$ cat config.mk
export PLATFORM = sky130hd
export DESIGN_NAME = golomb_signed_encoder_flat
export DESIGN_NICKNAME = d
export VERILOG_FILES = /design/src/hw/rtl/gse_pkg.sv /design/src/hw/rtl/gse_ifs.sv /design/src/hw/rtl/gse_divider.sv /design/src/hw/rtl/golomb_signed_encoder.sv /design/src/flat_wrapper.sv
export SDC_FILE = /design/constraint.sdc
export NUM_CORES = 1
export LEC_CHECK = 0
export BUFFER_PORTS_ARGS = -buffer_cell sky130_fd_sc_hd__buf_2
export CORE_AREA = 2 2 124 126
export DETAILED_ROUTE_END_ITERATION = 10
export DIE_AREA = 0 0 126 128
export PLACE_DENSITY = 0.75
export SYNTH_ARGS = -nofsm -noshare
export SYNTH_HDL_FRONTEND = slang
export SYNTH_SLANG_ARGS = --single-unit
$ cat constraint.sdc
create_clock -name clk -period 9.5 [get_ports clk]
set_input_delay 0.475 -clock clk [delete_from_list [all_inputs] [get_ports clk]]
set_output_delay 0.475 -clock clk [all_outputs]
set_load 0.005 [all_outputs]
$ cat src/hw/rtl/gse_pkg.sv
// ----------------------------------------------------------------------------
// gse_pkg
// Shared widths, register map, reset values and helpers of the signed
// Golomb encoder.
// ----------------------------------------------------------------------------
package gse_pkg;

  localparam int SAMPLE_W  = 16;
  localparam int DIVISOR_W = 9;
  localparam int REM_W     = 8;
  localparam int GROUP_W   = 8;
  localparam int COUNT_W   = 4;
  localparam int APB_DW    = 32;
  localparam int APB_AW    = 4;

  localparam int MAX_QUOTIENT_DEFAULT = 255;

  localparam logic [DIVISOR_W-1:0] DIVISOR_RESET = 9'd4;
  localparam logic [DIVISOR_W-1:0] DIVISOR_MAX   = 9'd256;
  localparam logic [DIVISOR_W-1:0] DIVISOR_MIN   = 9'd1;

  // Register index, taken from paddr[APB_AW-1:2]
  localparam logic [APB_AW-3:0] REG_DIVISOR = 2'd0;

  // Status of the divider as seen by the sequencer
  typedef struct packed {
    logic                 done;
    logic [SAMPLE_W-1:0]  quotient;
    logic [REM_W-1:0]     remainder;
  } div_status_t;

  // ceil(log2(m)) for m in 1..256
  function automatic logic [COUNT_W-1:0] ceil_log2(input logic [DIVISOR_W-1:0] m);
    logic [COUNT_W-1:0] b;
    b = '0;
    for (int i = 0; i < DIVISOR_W - 1; i++) begin
      if (m > DIVISOR_W'(1 << i)) begin
        b = COUNT_W'(i + 1);
      end
    end
    return b;
  endfunction

endpackage

$ cat src/hw/rtl/gse_ifs.sv
// ----------------------------------------------------------------------------
// gse_sample_if / gse_code_if
// Valid/ready channels of the signed Golomb encoder: samples in, code
// groups out.
// ----------------------------------------------------------------------------
interface gse_sample_if
  import gse_pkg::*;
();
  logic                       valid;
  logic                       ready;
  logic signed [SAMPLE_W-1:0] sample_value;

  modport source (output valid, output sample_value, input ready);
  modport sink   (input valid, input sample_value, output ready);
endinterface

interface gse_code_if
  import gse_pkg::*;
();
  logic               valid;
  logic               ready;
  logic [GROUP_W-1:0] code_bits;
  logic [COUNT_W-1:0] bit_count;
  logic               overflow;
  logic               last_group;

  modport source (output valid, output code_bits, output bit_count,
                  output overflow, output last_group, input ready);
  modport sink   (input valid, input code_bits, input bit_count,
                  input overflow, input last_group, output ready);
endinterface

$ cat src/hw/rtl/gse_divider.sv
// ----------------------------------------------------------------------------
// gse_divider
// Restoring divider, one quotient bit per cycle through a single
// subtract-and-compare unit.
// ----------------------------------------------------------------------------
module gse_divider
  import gse_pkg::*;
(
  input  logic                 clk,
  input  logic                 rst,
  input  logic                 start,
  input  logic [SAMPLE_W-1:0]  dividend,
  input  logic [DIVISOR_W-1:0] divisor,
  output div_status_t          status
);

  localparam int STEP_W = $clog2(SAMPLE_W);

  logic                 busy;
  logic                 done;
  logic [STEP_W-1:0]    step;
  logic [SAMPLE_W-1:0]  dq;
  logic [REM_W-1:0]     rem;
  logic [DIVISOR_W-1:0] dvs;

  logic [DIVISOR_W-1:0] trial;
  logic                 ge;
  logic [DIVISOR_W-1:0] diff;

  assign trial = {rem, dq[SAMPLE_W-1]};
  assign ge    = trial >= dvs;
  assign diff  = trial - dvs;

  always_ff @(posedge clk) begin
    if (rst) begin
      busy <= 1'b0;
      done <= 1'b0;
      step <= '0;
    end else begin
      done <= 1'b0;
      if (start) begin
        busy <= 1'b1;
        step <= '0;
        dq   <= dividend;
        rem  <= '0;
        dvs  <= divisor;
      end else if (busy) begin
        dq   <= {dq[SAMPLE_W-2:0], ge};
        rem  <= ge ? diff[REM_W-1:0] : trial[REM_W-1:0];
        step <= step + STEP_W'(1);
        if (step == STEP_W'(SAMPLE_W - 1)) begin
          busy <= 1'b0;
          done <= 1'b1;
        end
      end
    end
  end

  assign status.done      = done;
  assign status.quotient  = dq;
  assign status.remainder = rem;

endmodule

$ cat src/hw/rtl/golomb_signed_encoder.sv
// ----------------------------------------------------------------------------
// golomb_signed_encoder
// Zigzag-maps a signed sample, divides by the Golomb parameter and emits
// the unary quotient and truncated-binary remainder (or an overflow group) in groups of up to 8 bits.
// ----------------------------------------------------------------------------
//
//  channel   | dir | handshake        | payload
//  ----------+-----+------------------+------------------------------------
//  samples   | in  | valid / ready    | sample_value[15:0] signed
//  codes     | out | valid / ready    | code_bits[7:0], bit_count[3:0],
//            |     |                  | overflow, last_group
//  APB       | in  | psel / penable   | divisor at byte address 0
//
//  A sample passes the bit-per-cycle divider, a hand-off and a setup step, then q ones, a zero
//  and len remainder bits go out at one code bit per cycle unless held, q being the quotient
//  and len the remainder length; if q exceeds MAX_QUOTIENT, one overflow group goes out instead.
//  A stall on codes holds the bit sequencer only when a bit would close a group or end the code.
//  The last group sits in the output register while the next sample is taken.
//  Reset (rst, synchronous) sets the divisor to 4 and clears the sequencer state, output valid and divider control.
//
module golomb_signed_encoder
  import gse_pkg::*;
#(
  parameter int MAX_QUOTIENT = MAX_QUOTIENT_DEFAULT
) (
  input  logic              clk,
  input  logic              rst,
  // configuration port
  input  logic              psel,
  input  logic              penable,
  input  logic              pwrite,
  input  logic [APB_AW-1:0] paddr,
  input  logic [APB_DW-1:0] pwdata,
  output logic [APB_DW-1:0] prdata,
  output logic              pready,
  // streams
  gse_sample_if.sink        samples,
  gse_code_if.source        codes
);

  localparam int QW = $clog2(MAX_QUOTIENT + 1);

  // Sequencer states
  localparam logic [2:0] ST_IDLE  = 3'd0;
  localparam logic [2:0] ST_DIV   = 3'd1;
  localparam logic [2:0] ST_SETUP = 3'd2;
  localparam logic [2:0] ST_UNARY = 3'd3;
  localparam logic [2:0] ST_ZERO  = 3'd4;
  localparam logic [2:0] ST_REM   = 3'd5;
  localparam logic [2:0] ST_OVF   = 3'd6;

  localparam logic [2:0] GCNT_FULL = 3'(GROUP_W - 1);

  logic [2:0]           st;
  logic [DIVISOR_W-1:0] divisor;
  logic [DIVISOR_W-1:0] m_eff;
  logic [DIVISOR_W-1:0] m_hold;
  logic [QW-1:0]        qcnt;
  logic [REM_W-1:0]     valsh;
  logic [COUNT_W-1:0]   len;
  logic [COUNT_W-1:0]   rcnt;
  logic [GROUP_W-2:0]   acc;
  logic [2:0]           gcnt;

  logic                 ovalid;
  logic [GROUP_W-1:0]   o_bits;
  logic [COUNT_W-1:0]   o_count;
  logic                 o_ovf;
  logic                 o_last;

  div_status_t          div_stat;
  logic                 div_start;
  logic [SAMPLE_W-1:0]  mapped;

  // --------------------------------------------------------------------------
  // Configuration: one register, written in the APB access phase
  // --------------------------------------------------------------------------
  logic cfg_hit;
  assign cfg_hit = paddr[APB_AW-1:2] == REG_DIVISOR;
  assign pready  = 1'b1;
  assign prdata  = cfg_hit ? APB_DW'(divisor) : '0;

  always_ff @(posedge clk) begin
    if (rst) begin
      divisor <= DIVISOR_RESET;
    end else if (psel && penable && pwrite && pready && cfg_hit) begin
      divisor <= pwdata[DIVISOR_W-1:0];
    end
  end

  // Clamp M to 1..256
  always_comb begin
    priority if (divisor == '0) begin
      m_eff = DIVISOR_MIN;
    end else if (divisor > DIVISOR_MAX) begin
      m_eff = DIVISOR_MAX;
    end else begin
      m_eff = divisor;
    end
  end

  // Zigzag: n >= 0 -> 2n, n < 0 -> -2n-1
  assign mapped = {samples.sample_value[SAMPLE_W-2:0], 1'b0}
                ^ {SAMPLE_W{samples.sample_value[SAMPLE_W-1]}};

  assign samples.ready = st == ST_IDLE;
  assign div_start     = samples.valid && samples.ready;

  gse_divider u_div (
    .clk      (clk),
    .rst      (rst),
    .start    (div_start),
    .dividend (mapped),
    .divisor  (m_eff),
    .status   (div_stat)
  );

  // --------------------------------------------------------------------------
  // Truncated-binary setup: b = ceil(log2 M), u = 2^b - M
  // --------------------------------------------------------------------------
  logic [COUNT_W-1:0]   tb_b;
  logic [DIVISOR_W-1:0] tb_u;
  logic [DIVISOR_W-1:0] rem9;
  logic [DIVISOR_W-1:0] rem_plus_u;
  logic                 tb_short;
  logic [REM_W-1:0]     tb_val;
  logic [COUNT_W-1:0]   tb_len;
  logic                 q_over;

  assign tb_b       = ceil_log2(m_hold);
  assign tb_u       = (DIVISOR_W'(1) << tb_b) - m_hold;
  assign rem9       = {1'b0, div_stat.remainder};
  assign rem_plus_u = rem9 + tb_u;
  assign tb_short   = rem9 < tb_u;
  assign tb_val     = tb_short ? div_stat.remainder : rem_plus_u[REM_W-1:0];
  assign tb_len     = tb_short ? tb_b - COUNT_W'(1) : tb_b;
  assign q_over     = div_stat.quotient > SAMPLE_W'(MAX_QUOTIENT);

  // --------------------------------------------------------------------------
  // Bit sequencer: one code bit per cycle, unless the output holds it, into the group accumulator
  // --------------------------------------------------------------------------
  logic               can_push;
  logic               emitting;
  logic               cur_bit;
  logic               fin;
  logic               grp_full;
  logic               bit_go;
  logic               push_bits;
  logic               push_ovf;
  logic [GROUP_W-1:0] acc_new;
  logic [GROUP_W-1:0] grp_bits;

  assign can_push = !ovalid || codes.ready;
  assign emitting = (st == ST_UNARY) || (st == ST_ZERO) || (st == ST_REM);

  always_comb begin
    unique case (st)
      ST_UNARY: cur_bit = 1'b1;
      ST_REM:   cur_bit = valsh[REM_W-1];
      default:  cur_bit = 1'b0;
    endcase
  end

  assign fin      = ((st == ST_ZERO) && (len == '0))
                 || ((st == ST_REM) && (rcnt == COUNT_W'(1)));
  assign grp_full = gcnt == GCNT_FULL;
  // Hold only when this bit would close a group and the output is busy
  assign bit_go    = emitting && ((!grp_full && !fin) || can_push);
  assign push_bits = bit_go && (grp_full || fin);
  assign push_ovf  = (st == ST_OVF) && can_push;
  assign acc_new   = {acc, cur_bit};
  // Left-align the group: first bit in bit 7, unused low bits zero
  assign grp_bits  = acc_new << (GCNT_FULL - gcnt);

  always_ff @(posedge clk) begin
    if (rst) begin
      st <= ST_IDLE;
    end else begin
      unique case (st)
        ST_IDLE: begin
          if (div_start) begin
            m_hold <= m_eff;
            st     <= ST_DIV;
          end
        end
        ST_DIV: begin
          if (div_stat.done) begin
            st <= ST_SETUP;
          end
        end
        ST_SETUP: begin
          qcnt  <= div_stat.quotient[QW-1:0];
          len   <= tb_len;
          rcnt  <= tb_len;
          valsh <= tb_val << (COUNT_W'(GROUP_W) - tb_len);
          acc   <= '0;
          gcnt  <= '0;
          priority if (q_over) begin
            st <= ST_OVF;
          end else if (div_stat.quotient == '0) begin
            st <= ST_ZERO;
          end else begin
            st <= ST_UNARY;
          end
        end
        ST_UNARY: begin
          if (bit_go) begin
            qcnt <= qcnt - QW'(1);
            if (qcnt == QW'(1)) begin
              st <= ST_ZERO;
            end
          end
        end
        ST_ZERO: begin
          if (bit_go) begin
            st <= fin ? ST_IDLE : ST_REM;
          end
        end
        ST_REM: begin
          if (bit_go) begin
            valsh <= {valsh[REM_W-2:0], 1'b0};
            rcnt  <= rcnt - COUNT_W'(1);
            if (fin) begin
              st <= ST_IDLE;
            end
          end
        end
        ST_OVF: begin
          if (push_ovf) begin
            st <= ST_IDLE;
          end
        end
        default: st <= ST_IDLE;
      endcase

      // Advance the accumulator on every bit; drop it when a group leaves
      if (bit_go) begin
        if (push_bits) begin
          acc  <= '0;
          gcnt <= '0;
        end else begin
          acc  <= acc_new[GROUP_W-2:0];
          gcnt <= gcnt + 3'd1;
        end
      end
    end
  end

  // --------------------------------------------------------------------------
  // Output register
  // --------------------------------------------------------------------------
  always_ff @(posedge clk) begin
    if (rst) begin
      ovalid <= 1'b0;
    end else if (push_bits) begin
      ovalid  <= 1'b1;
      o_bits  <= grp_bits;
      o_count <= {1'b0, gcnt} + COUNT_W'(1);
      o_ovf   <= 1'b0;
      o_last  <= fin;
    end else if (push_ovf) begin
      ovalid  <= 1'b1;
      o_bits  <= '0;
      o_count <= '0;
      o_ovf   <= 1'b1;
      o_last  <= 1'b1;
    end else if (codes.ready) begin
      ovalid <= 1'b0;
    end
  end

  assign codes.valid      = ovalid;
  assign codes.code_bits  = o_bits;
  assign codes.bit_count  = o_count;
  assign codes.overflow   = o_ovf;
  assign codes.last_group = o_last;

endmodule

$ cat src/flat_wrapper.sv
// flat-port wrapper written by rule: the top's interface ports become plain ports
module golomb_signed_encoder_flat import gse_pkg::*;
#(
  parameter int MAX_QUOTIENT = MAX_QUOTIENT_DEFAULT
)
  (clk, rst, psel, penable, pwrite, paddr, pwdata, prdata, pready, samples_valid, samples_sample_value, samples_ready, codes_valid, codes_code_bits, codes_bit_count, codes_overflow, codes_last_group, codes_ready);
  gse_sample_if samples_i ();
  gse_code_if codes_i ();
  input  logic clk;
  input  logic rst;
  input  logic psel;
  input  logic penable;
  input  logic pwrite;
  input  logic [APB_AW-1:0] paddr;
  input  logic [APB_DW-1:0] pwdata;
  output logic [APB_DW-1:0] prdata;
  output logic pready;
  input wire logic [$bits(samples_i.valid)-1:0] samples_valid;
  input wire logic [$bits(samples_i.sample_value)-1:0] samples_sample_value;
  output wire logic [$bits(samples_i.ready)-1:0] samples_ready;
  output wire logic [$bits(codes_i.valid)-1:0] codes_valid;
  output wire logic [$bits(codes_i.code_bits)-1:0] codes_code_bits;
  output wire logic [$bits(codes_i.bit_count)-1:0] codes_bit_count;
  output wire logic [$bits(codes_i.overflow)-1:0] codes_overflow;
  output wire logic [$bits(codes_i.last_group)-1:0] codes_last_group;
  input wire logic [$bits(codes_i.ready)-1:0] codes_ready;
  assign samples_i.valid = samples_valid;
  assign samples_i.sample_value = samples_sample_value;
  assign samples_ready = samples_i.ready;
  assign codes_valid = codes_i.valid;
  assign codes_code_bits = codes_i.code_bits;
  assign codes_bit_count = codes_i.bit_count;
  assign codes_overflow = codes_i.overflow;
  assign codes_last_group = codes_i.last_group;
  assign codes_i.ready = codes_ready;
  golomb_signed_encoder #(.MAX_QUOTIENT(MAX_QUOTIENT)) u_core (.clk(clk), .rst(rst), .psel(psel), .penable(penable), .pwrite(pwrite), .paddr(paddr), .pwdata(pwdata), .prdata(prdata), .pready(pready), .samples(samples_i), .codes(codes_i));
endmodule
Yosys cells after proc, flatten, opt, wreduce, memory -nomap -nowiden
Index checks and enable logic that the tools add are counted.
W data, S select, Z words.
{"block": "op_classes", "addsub": 11, "n_mul": 0, "div_mod_pow": 0, "order_cmp": 12, "eq_ne": 18, "n_shift": 3, "mux": 55, "n_bitwise": 3, "n_reduce_logical": 41}
{"operator": "$mux W8", "count": 7}
{"operator": "$mux W3", "count": 18}
{"operator": "$mux W16", "count": 2}
{"operator": "$pmux W8 S2", "count": 2}
{"operator": "$mux W9", "count": 3}
{"operator": "$mux W7", "count": 3}
{"operator": "$pmux W3 S7", "count": 1}
{"operator": "$mux W4", "count": 5}
{"operator": "$gt A16 B8 Y1 const B", "count": 1}
{"operator": "$logic_not A16 Y1", "count": 1}
{"operator": "$xor A16 B16 Y16", "count": 1}
{"operator": "$eq A3 B3 Y1 const B", "count": 4}
{"operator": "$logic_and A1 B1 Y1", "count": 10}
{"operator": "$mux W1", "count": 10}
{"operator": "$ne A2 B1 Y1 const B", "count": 5}
{"operator": "$reduce_and A2 Y1", "count": 5}
{"operator": "$reduce_bool A2 Y1", "count": 5}
{"operator": "$ge A9 B9 Y1", "count": 1}
{"operator": "$gt A9 B1 Y1 const B", "count": 1}
{"operator": "$gt A9 B2 Y1 const B", "count": 1}
{"operator": "$gt A9 B3 Y1 const B", "count": 1}
{"operator": "$gt A9 B4 Y1 const B", "count": 1}
{"operator": "$gt A9 B5 Y1 const B", "count": 1}
{"operator": "$gt A9 B6 Y1 const B", "count": 1}
{"operator": "38 further kinds", "count": 53}
{"block": "totals", "reg_bits": 109, "latchBits": 0, "ramBits": 0, "romBits": 0, "mem_count": 0}

Logic depth before layout (Yosys ltp)
{"block": "depth", "depth_word": 16, "mapped_depth": 33, "mapped_depth_nobuf": 30}

By module
From an unflattened synthesis, not the netlist that was laid out.
{"block": "hier_totals", "cells_unflattened": 769, "area_unflattened_um2": 7607.3}
{"module": "golomb_signed_encoder", "instances": 1, "cells_each": 590, "area_each_um2": 5449.0}
{"module": "gse_divider", "instances": 1, "cells_each": 179, "area_each_um2": 2158.3}

Worst setup path after synthesis
OpenSTA, ideal clock, no wires.
{"block": "synth_timing", "path_kind": "reg2reg", "start": "register u_core.m_hold[1]", "end": "register u_core.valsh[6], data pin", "setup_ps": 135, "arrival_ps": 5569, "path_slack_ps": 3796, "path_stages_with_launch": 29, "n_path_buf": 3, "synth_period_minus_slack_ps": 5704, "path_cell_list": "edfxtp_1 -> nor3_1 -> nand2_1 -> o32ai_1 -> clkinv_1 -> ha_1 -> and2_1 -> ha_1 -> o21ai_0 -> nand2b_1 -> a21o_1 -> a21o_1 -> a21o_1 -> a21oi_1 -> xor2_1 -> ha_1 -> o211ai_1 -> a21oi_1 -> nor3_1 -> or2_1 -> buf_4 -> buf_6 -> o21ai_0 -> ha_1 -> xnor2_1 -> buf_6 -> o311a_1 -> or4_1 -> nand3_1"}
{"block": "synth_between", "elab_chain_cells": 16}
{"item": "from (decl)", "line": "golomb_signed_encoder.sv:57", "text": "logic [DIVISOR_W-1:0] m_hold;"}
{"item": "from (signal assigned)", "line": "golomb_signed_encoder.sv:182", "text": "m_hold <= m_eff;"}
{"item": "$gt A9 B1 Y1", "line": "gse_pkg.sv:37", "text": "if (m > DIVISOR_W'(1 << i)) begin"}
{"item": "$mux W1", "line": "gse_pkg.sv:37"}
{"item": "$mux W2 (2 in series)", "line": "gse_pkg.sv:37"}
{"item": "$mux W3 (4 in series)", "line": "gse_pkg.sv:37"}
{"item": "$mux W4", "line": "gse_pkg.sv:37"}
{"item": "$shl A1 B4 Y9", "line": "golomb_signed_encoder.sv:131", "text": "assign tb_u = (DIVISOR_W'(1) << tb_b) - m_hold;"}
{"item": "$sub A9 B9 Y9", "line": "golomb_signed_encoder.sv:131"}
{"item": "$lt A8 B9 Y1", "line": "golomb_signed_encoder.sv:134", "text": "assign tb_short = rem9 < tb_u;"}
{"item": "$mux W4", "line": "golomb_signed_encoder.sv:136", "text": "assign tb_len = tb_short ? tb_b - COUNT_W'(1) : tb_b;"}
{"item": "$sub A4 B4 Y4", "line": "golomb_signed_encoder.sv:195", "text": "valsh <= tb_val << (COUNT_W'(GROUP_W) - tb_len);"}
{"item": "$shl A8 B4 Y8 (*)", "line": "golomb_signed_encoder.sv:195"}
{"item": "$pmux W8 S2 (*)", "line": "golomb_signed_encoder.sv:179", "text": "unique case (st)"}
{"item": "to (signal assigned)", "line": "golomb_signed_encoder.sv:195"}
{"item": "to (signal assigned)", "line": "golomb_signed_encoder.sv:221", "text": "valsh <= {valsh[REM_W-2:0], 1'b0};"}
{"item": "to (decl)", "line": "golomb_signed_encoder.sv:59", "text": "logic [REM_W-1:0] valsh;"}
Every way passes the cells marked *; elsewhere a longest branch is shown, timed or not.
A chain may end at the register's enable or synchronous reset.

Final worst setup path
Ends and elaborated chain as after synthesis.

==> metrics.yaml <==
p_sw_share_pct: 38.8
vias: 5131
synth-simple-area-share_pct: 17.0
worstSkewPairLatency_ns: 0.35
io_buffers: 58
diodes: 0
critPathLaunchType: "register"
worst_ep_required_time_ns: 9.72
outcome: "completed"
hp-class: "in2reg"
finalWirelength_um: 13400
io_pins: 108
maxSlewViolCount: 0
critical_path_arrival_ns: 7.30
vias_per_cell: 5.30
clock-sinks: 109
layout-drive-gt1-share_pct: 12.5
hold_violations: 0
antenna_found_initial: 0
min_period_over_period_pct: 74.6
place_hpwl_um: 10200
tritoncts: "yes"
cts_repair_resize_count: 0
wl_per_cell_um: 13.8
cp_common_cell: "ha_1"
post-cts-setup-buffers: 0
final.fill_count: 1375
rows: 45
end_kind: "register"
p_leak_nw: 3.31
p_per_area_nw_per_um2: 261
critPathTopFamily: "simple AND/OR/NAND/NOR gates"
hold_buffers: 0
synth-main-ff-cell: "edfxtp_1"
drt_iter0_markers: 275
grt_pass1_wl_um: 22100
switchingPower_mw: 0.791
setup_tns_ns: 0
crit_type: "reg2reg"
grt_util_all_layers_pct: 16.8
ys_types: 71
drc: 0
cpPeakStageDelay_ns: 0.60
drv_cap: 0
die_y_um: 128
worst-path-buf-inv: 2
nets: 885
cp_max_fo: 14
synth_compound_area_share_pct: 12.1
synth_area_per_cell_um2: 9.79
start_util_pct: 48.6
die_w_um: 126
cts_buffer_depth: 2
cts_max_level: 3
slowest_stage: "xnor2_1"
peakVddDrop_mv: 0.162
slew_headroom_pct: 23.4
final_core_util_pct: 52.5
root_buffer: "clkbuf_16"
antenna_left: 0
dieArea_um2: 16100
drt_pass1_iterations: 5
synthMuxAreaShare_pct: 5.82
finalPower_mw: 2.04
p_int_mw: 1.25
synth_edf_count: 90
power_frac_seq_pct: 38.1
clock_skew_ns: 0.0111
synthCells: 738
grt_pass1_vias: 4818
rsz0062_at_grt: "no"
fmax_mhz: 141
core_um2: 14900
synth_seq_cells: 109
cts_buffers: 9
power_frac_comb_pct: 43.7
place_congestion: 0.854
syn2layout_area_growth_pct: 8.11
synth_top_family_by_area: "simple AND/OR/NAND/NOR gates"
period_needed_ns: 7.08
synth_area_um2: 7220
synth-adder-area-share_pct: 9.11
synth_seq_area_share_pct: 42.7
overflow: 0
synth-xor-area-share_pct: 5.80
grt_max_degree: 36
synthArstFlopShare_pct: 0
path_clk_slew_ns: 0.08
synth_warnings: 0
setup_violations: 0
tightest_slew_ns: 1.15
clkPwrFrac_pct: 18.2
## worst paths after layout
path / startpoint / slack, ns / endpoint / depth (start not counted)
max: u_core.m_hold[1] / 2.42 / u_core.valsh[6] / 26
min reg2reg: u_core.divisor[2] / 0.53 / u_core.divisor[2] / 1
min: pwdata[7] / 0.36 / u_core.divisor[7] / 3
max reg2reg: u_core.m_hold[1] / 2.42 / u_core.valsh[6] / 26
## routing by layer
metal	global-route usage [%]	share of wire, %	vias to the layer above
li1	-	-	2634
met1	21.8	47	2384
met2	28.8	48	95
met3	2.42	3.0	18
met4	6.08	1.8	0
met5	0	0	-
## Yosys cell counts, types with 21 or more instances
master	n	area share, %
a21oi_1	27	1.9
buf_4	26	2.7
clkbuf_1	23	1.2
edfxtp_1	90	37
ha_1	47	8.1
inv_1	47	2.4
mux2i_1	33	4.6
nand2_1	63	3.3
nor2_1	80	4.2
nor3_1	21	1.5
o21ai_0	44	3.0
xnor2_1	33	4.0
## stage by stage
stage | cells | hold WS, ns | area [um^2] | worst slack, ns
after floorplan | 760 | 0.466 | 7310 | 3.80
after global placement | 953 | 0.510 | 7510 | 2.56
after detailed placement | 953 | 0.517 | 7510 | 2.40
after CTS | 969 | 0.348 | 7810 | 2.38
after global routing | 969 | 0.367 | 7810 | 1.71
final | 969 | 0.356 | 7810 | 2.42
## sequential cells by signal (all words and copies together) (netlist names), 8 cells and up
name / cells
u_core.codes.code_bits: 8
u_core.u_div.dvs: 9
u_core.qcnt: 8
u_core.m_hold: 9
u_core.u_div.dq: 16
u_core.u_div.rem: 8
u_core.divisor: 9
u_core.valsh: 8
## worst register-to-register path: cells and delay by family (launching register included)
kind	cells	cell delay, ns
adders and majority gates	4	1.19
and+or+nand+nor	9	2.28
xor gates and xnor gates	2	0.77
AOI/OAI and AO/OA	9	1.63
buffers and inverters	2	0.59
DFF	1	0.52
## placed cells by master (no fill, tap or decap), types with 3 or more instances in the layout
master	Yosys	final
and3_1	10	10
nor2_1	80	79
fa_1	3	3
buf_4	26	3
or4_1	3	3
a21oi_1	27	27
mux2_2	4	4
edfxtp_1	90	90
inv_1	47	47
a211oi_1	5	5
a21o_1	11	11
dfxtp_1	19	19
inv_6	0	3
nand2b_1	10	10
buf_2	0	58
nor2b_1	16	16
nor3_1	21	20
o21ai_0	44	44
nand2_1	63	63
or3_1	4	4
xor2_1	13	13
ha_1	47	47
conb_1	2	24
o21a_1	5	5
a22o_1	5	5
mux2i_1	33	33
clkbuf_16	0	9
a31oi_1	5	5
nand3_1	3	3
xnor2_1	33	33
nor4b_1	4	4
nor4_1	5	5
and2_1	18	18
nand4_1	7	7
## power by group through the flow
stage	sequential [mW]	combinational (mW)	clock, mW
after global routing	0.792	1.02	0.395
after global placement	0.782	0.867	0
final	0.777	0.892	0.370
after floorplan	0.730	0.778	0
after CTS	0.776	0.898	0.377
after detailed placement	0.787	0.888	0
## final cells by class
cell class | count | area (um^2) | share of cell area (%)
clock inverters | 7 | 73.8 | 0.945
flip-flops and latches | 109 | 3080 | 39.5
repair buffers | 61 | 313 | 4.01
inverters | 48 | 180 | 2.31
clock buffers | 9 | 225 | 2.88
well taps | 188 | 235 | 3.01
multi-input cells | 547 | 3700 | 47.4
## kinds of logic (layout without fill, tap and decap cells)
| kind of cell | count (synthesis) | after routing |
|---|---|---|
| adders and majority gates | 51 | 51 |
| DFF | 109 | 109 |
| muxes | 39 | 39 |
| xor gates and xnor gates | 47 | 47 |
| other | 2 | 24 |
| buffers and inverters | 104 | 125 |
| and+or+nand+nor | 253 | 253 |
| AOI/OAI and AO/OA | 133 | 133 |
No activity file was read; power rests on OpenSTA's default activity.
